==> src/rtl/core/vwia_ram.sv <==
// generic single port ram with registered read
module vwia_ram #(
  parameter int Width = 8,
  parameter int Depth = 16
) (
  input  logic                     clk,
  input  logic                     we,
  input  logic [$clog2(Depth)-1:0] addr,
  input  logic [Width-1:0]         wdata,
  output logic [Width-1:0]         rdata
);

  logic [Width-1:0] mem [Depth];

  // registered read, returns the old contents on a write
  always_ff @(posedge clk) begin
    if (we) begin
      mem[addr] <= wdata;
    end
    rdata <= mem[addr];
  end

endmodule

==> config.mk <==
export PLATFORM = sky130hd
export DESIGN_NAME = vwia_ram
export DESIGN_NICKNAME = d
export VERILOG_FILES = /design/src/rtl/core/vwia_ram.sv
export SDC_FILE = /design/constraint.sdc
export NUM_CORES = 1
export LEC_CHECK = 0
export BUFFER_PORTS_ARGS = -buffer_cell sky130_fd_sc_hd__buf_2
export CAP_MARGIN = 20
export CORE_MARGIN = 1
export CORE_UTILIZATION = 30
export DETAILED_ROUTE_END_ITERATION = 10
export HOLD_SLACK_MARGIN = 0.03
export PLACE_DENSITY = 0.52
export SYNTH_ARGS = -nofsm -noshare
export SYNTH_HDL_FRONTEND = slang
export SYNTH_SLANG_ARGS = --single-unit
==> constraint.sdc <==
create_clock -name clk -period 3 [get_ports clk]
set_input_delay 0.6 -clock clk [delete_from_list [all_inputs] [get_ports clk]]
set_output_delay 0.6 -clock clk [all_outputs]
set_load 0.03 [all_outputs]
# == Yosys cells after proc, flatten, opt, wreduce, memory -nomap -nowiden ==
# Memory sizes are Yosys's and may differ from the RTL's. A register that Yosys moved wholly into a read port is not among the register bits.
# Index checks and enable logic that the tools add are counted.
# op_classes
addsub,0
multipliers,0
n_div,0
order_cmp,0
n_eq_ne,0
n_shift,0
mux,2
bitwise,0
n_reduce_logical,0
# op_table
cell,count
two-way mux 1 bit,2
# totals
reg_bits,0
latch_bits,0
ram_bits,128
rom_bits,0
input_bits,14
output_inout_bits,8
elab_cells,3
memories,1
# mem_list
name,words,width,rd,rd_ports_with_merged_regs,write_ports,line,text
mem,16,8,1,1,1,13,logic [Width-1:0] mem [Depth];

# == Depth between registers and ports, before layout ==
# Gate-level depths: netlist of run 1.
# depth
ltp_word,2
depth_mapped,5

# == Least setup slack after synthesis of run 1 ==
# Ideal clock, no wire load.
# synth_path
kind,input port to flip-flop
startpoint,in addr[2]
endpoint,"mem mem[0][0], enable pin"
setup_ps,383
arrival_time_ps,1710
slack_ps,907
path_stages,2
n_path_buf,0
path_cell_list,or3b_2 -> nor3_1
# synth_lines
element,line,text
from (decl),8,"input logic [$clog2(Depth)-1:0] addr,"
to (decl),13,
# No word-level cell before the write port.

==> results of run 1 <==
area by class of cell:
class	instances	area, µm²	share of cell area [%]
clock buffers	19	443	7.27
clock inverters	13	130	2.14
multi-input cells	83	1000	16.5
flip-flops and latches	136	4000	65.8
well taps	220	275	4.52
repair buffers	38	233	3.82
worst max-delay path by stage:
stage / start / end / cells past startpoint
after floorplan: addr[2] / mem[0][0]$_DFFE_PP_ / 2
after global placement: addr[0] / rdata[5]$_DFF_P_ / 5
after detailed placement: addr[0] / rdata[5]$_DFF_P_ / 5
after CTS: addr[0] / rdata[5]$_DFF_P_ / 5
after global routing: addr[0] / rdata[2]$_DFF_P_ / 5
final: addr[0] / rdata[5]$_DFF_P_ / 5
stage by stage:
stage	total power, mW	instance area, µm²	std cells
after CTS	4.40	6090	509
after global placement	2.40	5520	477
after global routing	4.49	6090	509
final	4.36	6090	509
after detailed placement	2.40	5520	477
after floorplan	2.31	5070	230
state kept, by name, indices dropped and copies added, names as in the netlist:
register and flops:
rdata 8, mem 128
cells in the mapped netlist:
master,number
edfxtp_1,128
mux4_2,32
a22oi_1,16
nor2_1,13
nand2_1,9
dfxtp_1,8
buf_1,4
nor3_1,4
buf_2,2
buf_6,2
clkbuf_1,2
nand2b_1,2
nand3b_1,2
nor2b_1,2
and2_1,1
clkbuf_2,1
nand3_1,1
or3b_2,1
worst register-to-register path, stage by stage, from the launching register on:
cell      delay (ns)
edfxtp_1        0.37
mux4_2          0.51
a22oi_1         0.32
nand2_1         0.09
kinds of logic (layout without fill, tap and decap cells):
family / Yosys count / in the layout / share of synthesized area [%]
flops: 136 / 136 / 79.0
compound gates: 16 / 16 / 2.37
buf+inv: 11 / 70 / 1.19
simple gates: 35 / 35 / 3.21
mux: 32 / 32 / 14.2
report_power, final:
group | switching (mW) | internal, mW
logic | 0.137 | 0.0820
registers | 0.0114 | 2.12
clock network | 0.768 | 1.23
routing by layer:
metal / global-route usage, % / vias to the layer above / wire [µm]
met5: 0 / - / 0
met4: 5.43 / 0 / 140
met3: 4.04 / 11 / 592
met2: 19.9 / 60 / 4820
met1: 16.8 / 1209 / 4540
li1: - / 1056 / -
==> impl_metrics.tcl, run 1 <==
set metrics [dict create \
    cp_num_buf_inv 2 \
    yosys.area.top_type "edfxtp_1" \
    die_area_um2 17400 \
    drive_gt1_share_pct 35.3 \
    ir_drop_v 0.000613 \
    clockRootBuffer "clkbuf_16" \
    slowest_delay_ns 0.53 \
    crit_required_ns 3.30 \
    fin_crit_ns 2.01 \
    arrival_ns 2.31 \
    cts_buffers 17 \
    cts_tree "built" \
    cts_setup_buffers 0 \
    synthTopCellsByArea "edfxtp_1 (76%), mux4_2 (14%), dfxtp_1 (3.2%), a22oi_1 (2.4%), nor2_1 (0.96%)" \
    syn_area_per_cell_um2 22.0 \
    post-route-period-util_pct 66.9 \
    drc 0 \
    hold_viol 0 \
    layout_setup_ws_ns 0.992 \
    first_iter_violations 207 \
    yosysWarnings 0 \
    dieHeight_um 132 \
    h-tree-depth 4 \
    worstSetupPathType "in2reg" \
    syn_inst 230 \
    final_cell_mix "edfxtp_1 (128), mux4_2 (32), buf_2 (21)" \
    first_global_vias 2573 \
    cap_violations 0 \
    path_max_fanout 20 \
    vias 2336 \
    viasPerCell 4.59 \
    worst_pin_slew_ns 0.904 \
    fill_cells 1521 \
    routedWlPerCell_um 19.8 \
    antenna_found_initial 0 \
    gp_congestion 0.675 \
    grt_pass1_wl_um 15700 \
    grt_max_degree 23 \
    crit_family "buffers and inverters" \
    drt.antenna.violating_nets 0 \
    layout_commonest_cell "edfxtp_1" \
    reg2reg_from "mem[6][1]$_DFFE_PP_" \
    startpoint_type "input port" \
    end_kind "flip-flop" \
    clkTransAtPathRegs_ns 0.06 \
    yosysSeqAreaShare_pct 79.0 \
    clk_latency_ns 0.42 \
    rows 47 \
    fin_skew_ns 0.00543 \
    setup_violations 0 \
    holdWs_ns 0.565 \
    cts.sinks 136 \
    clock_path_buffers 2 \
    synth_top_cell_area_share_pct 75.9 \
    power.density_nw_per_um2 715 \
    nets 290 \
    crit_chain "buf_2, buf_4, mux4_2, a22oi_1, nand2_1" \
    hold-path-endpoint "mem[7][6]$_DFFE_PP_" \
    antenna_cells 0 \
    syn_to_final_growth_pct 20.1 \
    yosysUniqueCellTypes 18 \
    tns_ns 0 \
    cts_hold_buf 0 \
    dp_slack_ns 0.483 \
    crit_path_top_delay_cell "mux4_2" \
    die_x_um 132 \
    min_path_cells 1 \
    ios 22 \
    drtPass1Iterations 4 \
    worst-r2r-cell-count 3 \
    grt.total_usage_pct 12.9 \
    min-delay-start "wdata[6]" \
    core_area_um2 16500 \
    yosys_register_bits 136 \
    hpwl_um 6500 \
    io_buffers 21 \
    syn-num-nets 244 \
    p_leak_nw 1.97 \
    maxSlewViolCount 0 \
    slew_headroom_pct 39.5 \
    routed_wl_um 10100 \
    syn_area_um2 5070 \
    status "completed" \
    r2r-end "rdata[1]$_DFF_P_" \
    hp-class "in2reg" \
    grt.overflow.total 0 \
    r2r_slack_ns 1.59 \
    cts_resized 0 \
    maxClockFrequency_mhz 498 \
    start_util_pct 30.7 \
    finish.utilization_pct 36.8 \
    rsz0062_at_grt "no" \
]
Note: power is estimated with default switching activity, not from simulation.
==> inputs of run 2 (changes only) <==
Settings changed: ABC_AREA from default to 1, PLACE_DENSITY 0.52 to 0.53.
Clock period 3 ns to 1.65 ns, I/O delays scaled along.
==> impl_metrics.tcl, run 2 <==
set metrics [dict create \
    grt.overflow.total 0 \
    synthTopCellsByArea "edfxtp_1 (69%), nand2_1 (23%), dfxtp_1 (2.9%), inv_1 (1.4%), nor2_1 (1.2%)" \
    crit_path_top_delay_cell "dfxtp_1" \
    path_max_fanout 1 \
    ys_top_cells_by_count "nand2_1 (346), edfxtp_1 (128), inv_1 (21), nor2_1 (18), buf_2 (12)" \
    cts_setup_buffers 0 \
    syn_area_per_cell_um2 10.2 \
    violations "DRC" \
    antenna_found_initial 0 \
    drt.antenna.violating_nets 0 \
    crit_chain "buf_2" \
    syn_inst 548 \
    clock_path_buffers 2 \
    drc 2 \
    p_leak_nw 2.86 \
    fin_skew_ns 0.00522 \
    finish.utilization_pct 36.7 \
    synth_most_common_cell "nand2_1" \
    worstSetupPathType "reg2out" \
    final_cell_mix "nand2_1 (346), edfxtp_1 (128), buf_4 (28)" \
    startpoint_type "flip-flop" \
    grt.total_usage_pct 14.3 \
    clockRootBuffer "clkbuf_16" \
    r2r_slack_ns 0.61 \
    rsz0062_at_grt "no" \
    syn_to_final_growth_pct 19.1 \
    drtPass1Iterations 7 \
    viasPerCell 4.36 \
    hpwl_um 8130 \
    maxSlewViolCount 0 \
    fill_cells 1822 \
    setup_violations 0 \
    end_kind "output port" \
    post-route-period-util_pct 74.7 \
    power_mw 7.88 \
    gp_congestion 0.768 \
    crit_required_ns 1.32 \
    cap_violations 0 \
    yosys.area.top_type "edfxtp_1" \
    cts_resized 0 \
    power.density_nw_per_um2 1180 \
    nets 611 \
    grt_max_degree 35 \
    cts_hold_buf 0 \
    synth_top_cell_area_share_pct 68.7 \
    arrival_ns 0.90 \
    syn_area_um2 5590 \
    largest_register_ffs 128 \
    maxClockFrequency_mhz 811 \
    cp_num_buf_inv 1 \
    slew_headroom_pct 72.3 \
    syn-num-nets 562 \
    crit_family "flip-flops" \
    vias 3657 \
    antenna_cells 0 \
    hold_viol 0 \
    drive_gt1_share_pct 12.6 \
    routedWlPerCell_um 15.1 \
    rows 49 \
    place_inst 807 \
    yosysWarnings 0 \
    hp-class "in2reg" \
    ir_drop_v 0.000754 \
    fin_cells 839 \
    regMostFlops "mem" \
    ys.flop_type "edfxtp_1" \
    grt_pass1_wl_um 20000 \
    routed_wl_um 12700 \
    clk_latency_ns 0.42 \
    yosys_register_bits 136 \
    dieHeight_um 139 \
    cts_buffers 17 \
    largestRegisters "mem: 128 flops, rdata: 8 flops" \
    first_iter_violations 223 \
    slowest_delay_ns 0.30 \
    yosysSeqAreaShare_pct 71.6 \
    die_area_um2 19200 \
    ios 22 \
    io_buffers 21 \
    first_global_vias 3675 \
    cts.sinks 136 \
    synth_edf_count 128 \
    start_util_pct 30.8 \
    async_reset_ff_share_pct 0 \
    yosysUniqueCellTypes 11 \
    die_x_um 139 \
    fin_crit_ns 1.23 \
    clkTransAtPathRegs_ns 0.06 \
    core_area_um2 18100 \
    layout_commonest_cell "nand2_1" \
    worst_pin_slew_ns 0.416 \
    h-tree-depth 4 \
    status "complete, but fails checks" \
    cts_tree "built" \
]
==> run 2: cell types whose count changed after synthesis, sizes merged, moves of 3 or more <==
cell	previous run	this run
nand3	1	4
nor3	4	0
nand2	9	346
buf	8	18
a22oi	16	0
inv	0	22
nor2	13	18
mux4	32	0
==> run 2: cell families (layout without fill, tap and decap cells) <==
family,Yosys count,after routing,share of synthesized area [%]
buf+inv,44,106,3.62
flops,136,136,71.6
simple gates,368,368,24.8
==> run 2: layer usage <==
layer | GRT usage [%] | wire length (µm)
met4 | 6.80 | 139
met5 | 0 | 0
met2 | 25.1 | 6510
met1 | 16.6 | 5410
met3 | 3.07 | 601
==> run 2: final cells by class <==
class	instances	area [µm²]	share of cell area (%)
clock buffer	27	493	7.40
timing repair buffer	51	355	5.33
clock inverter	5	48.8	0.732
tap	229	287	4.30
sequential	136	4000	60.1
inverter	23	86.3	1.30
multi-input combinational	368	1390	20.8
==> run 2: power breakdown <==
| group | leakage, nW | internal, mW | switching (mW) | total, mW |
|---|---|---|---|---|
| sequential | 1.22 | 3.87 | 0.0185 | 3.88 |
| combinational | 1.37 | 0.149 | 0.380 | 0.529 |
| clock | 0.267 | 2.18 | 1.29 | 3.47 |
| total | 2.86 | 6.19 | 1.69 | 7.88 |
==> run 2: path summary, 6_finish.rpt <==
| check | end | from | cells after the start |
|---|---|---|---|
| worst max-delay path | rdata[2] | rdata[2]$_DFF_P_ | 1 |
| worst max register to register | rdata[5]$_DFF_P_ | mem[4][5]$_DFFE_PP_ | 8 |
| worst min register to register | rdata[4]$_DFF_P_ | mem[8][4]$_DFFE_PP_ | 8 |
| worst min-delay path | mem[6][3]$_DFFE_PP_ | wdata[3] | 1 |
==> run 2: worst reg2reg max path, stage by stage (launching register included) <==
cell      delay [ns]
edfxtp_1        0.38
nand2_1         0.09
nand2_1         0.05
nand2_1         0.05
nand2_1         0.07
nand2_1         0.09
nand2_1         0.09
inv_1           0.07
nand2_1         0.05
==> run 2: metrics by stage <==
| step | area (µm²) | setup TNS [ns] | setup slack [ns] | hold slack, ns |
|---|---|---|---|---|
| global route | 6660 | 0 | 0.365 | 0.339 |
| floorplan | 5600 | -3.25 | -0.0572 | 0.429 |
| CTS | 6660 | 0 | 0.388 | 0.334 |
| global placement | 6120 | 0 | 0.141 | 0.703 |
| detailed placement | 6120 | 0 | 0.130 | 0.704 |
| finish | 6660 | 0 | 0.417 | 0.342 |
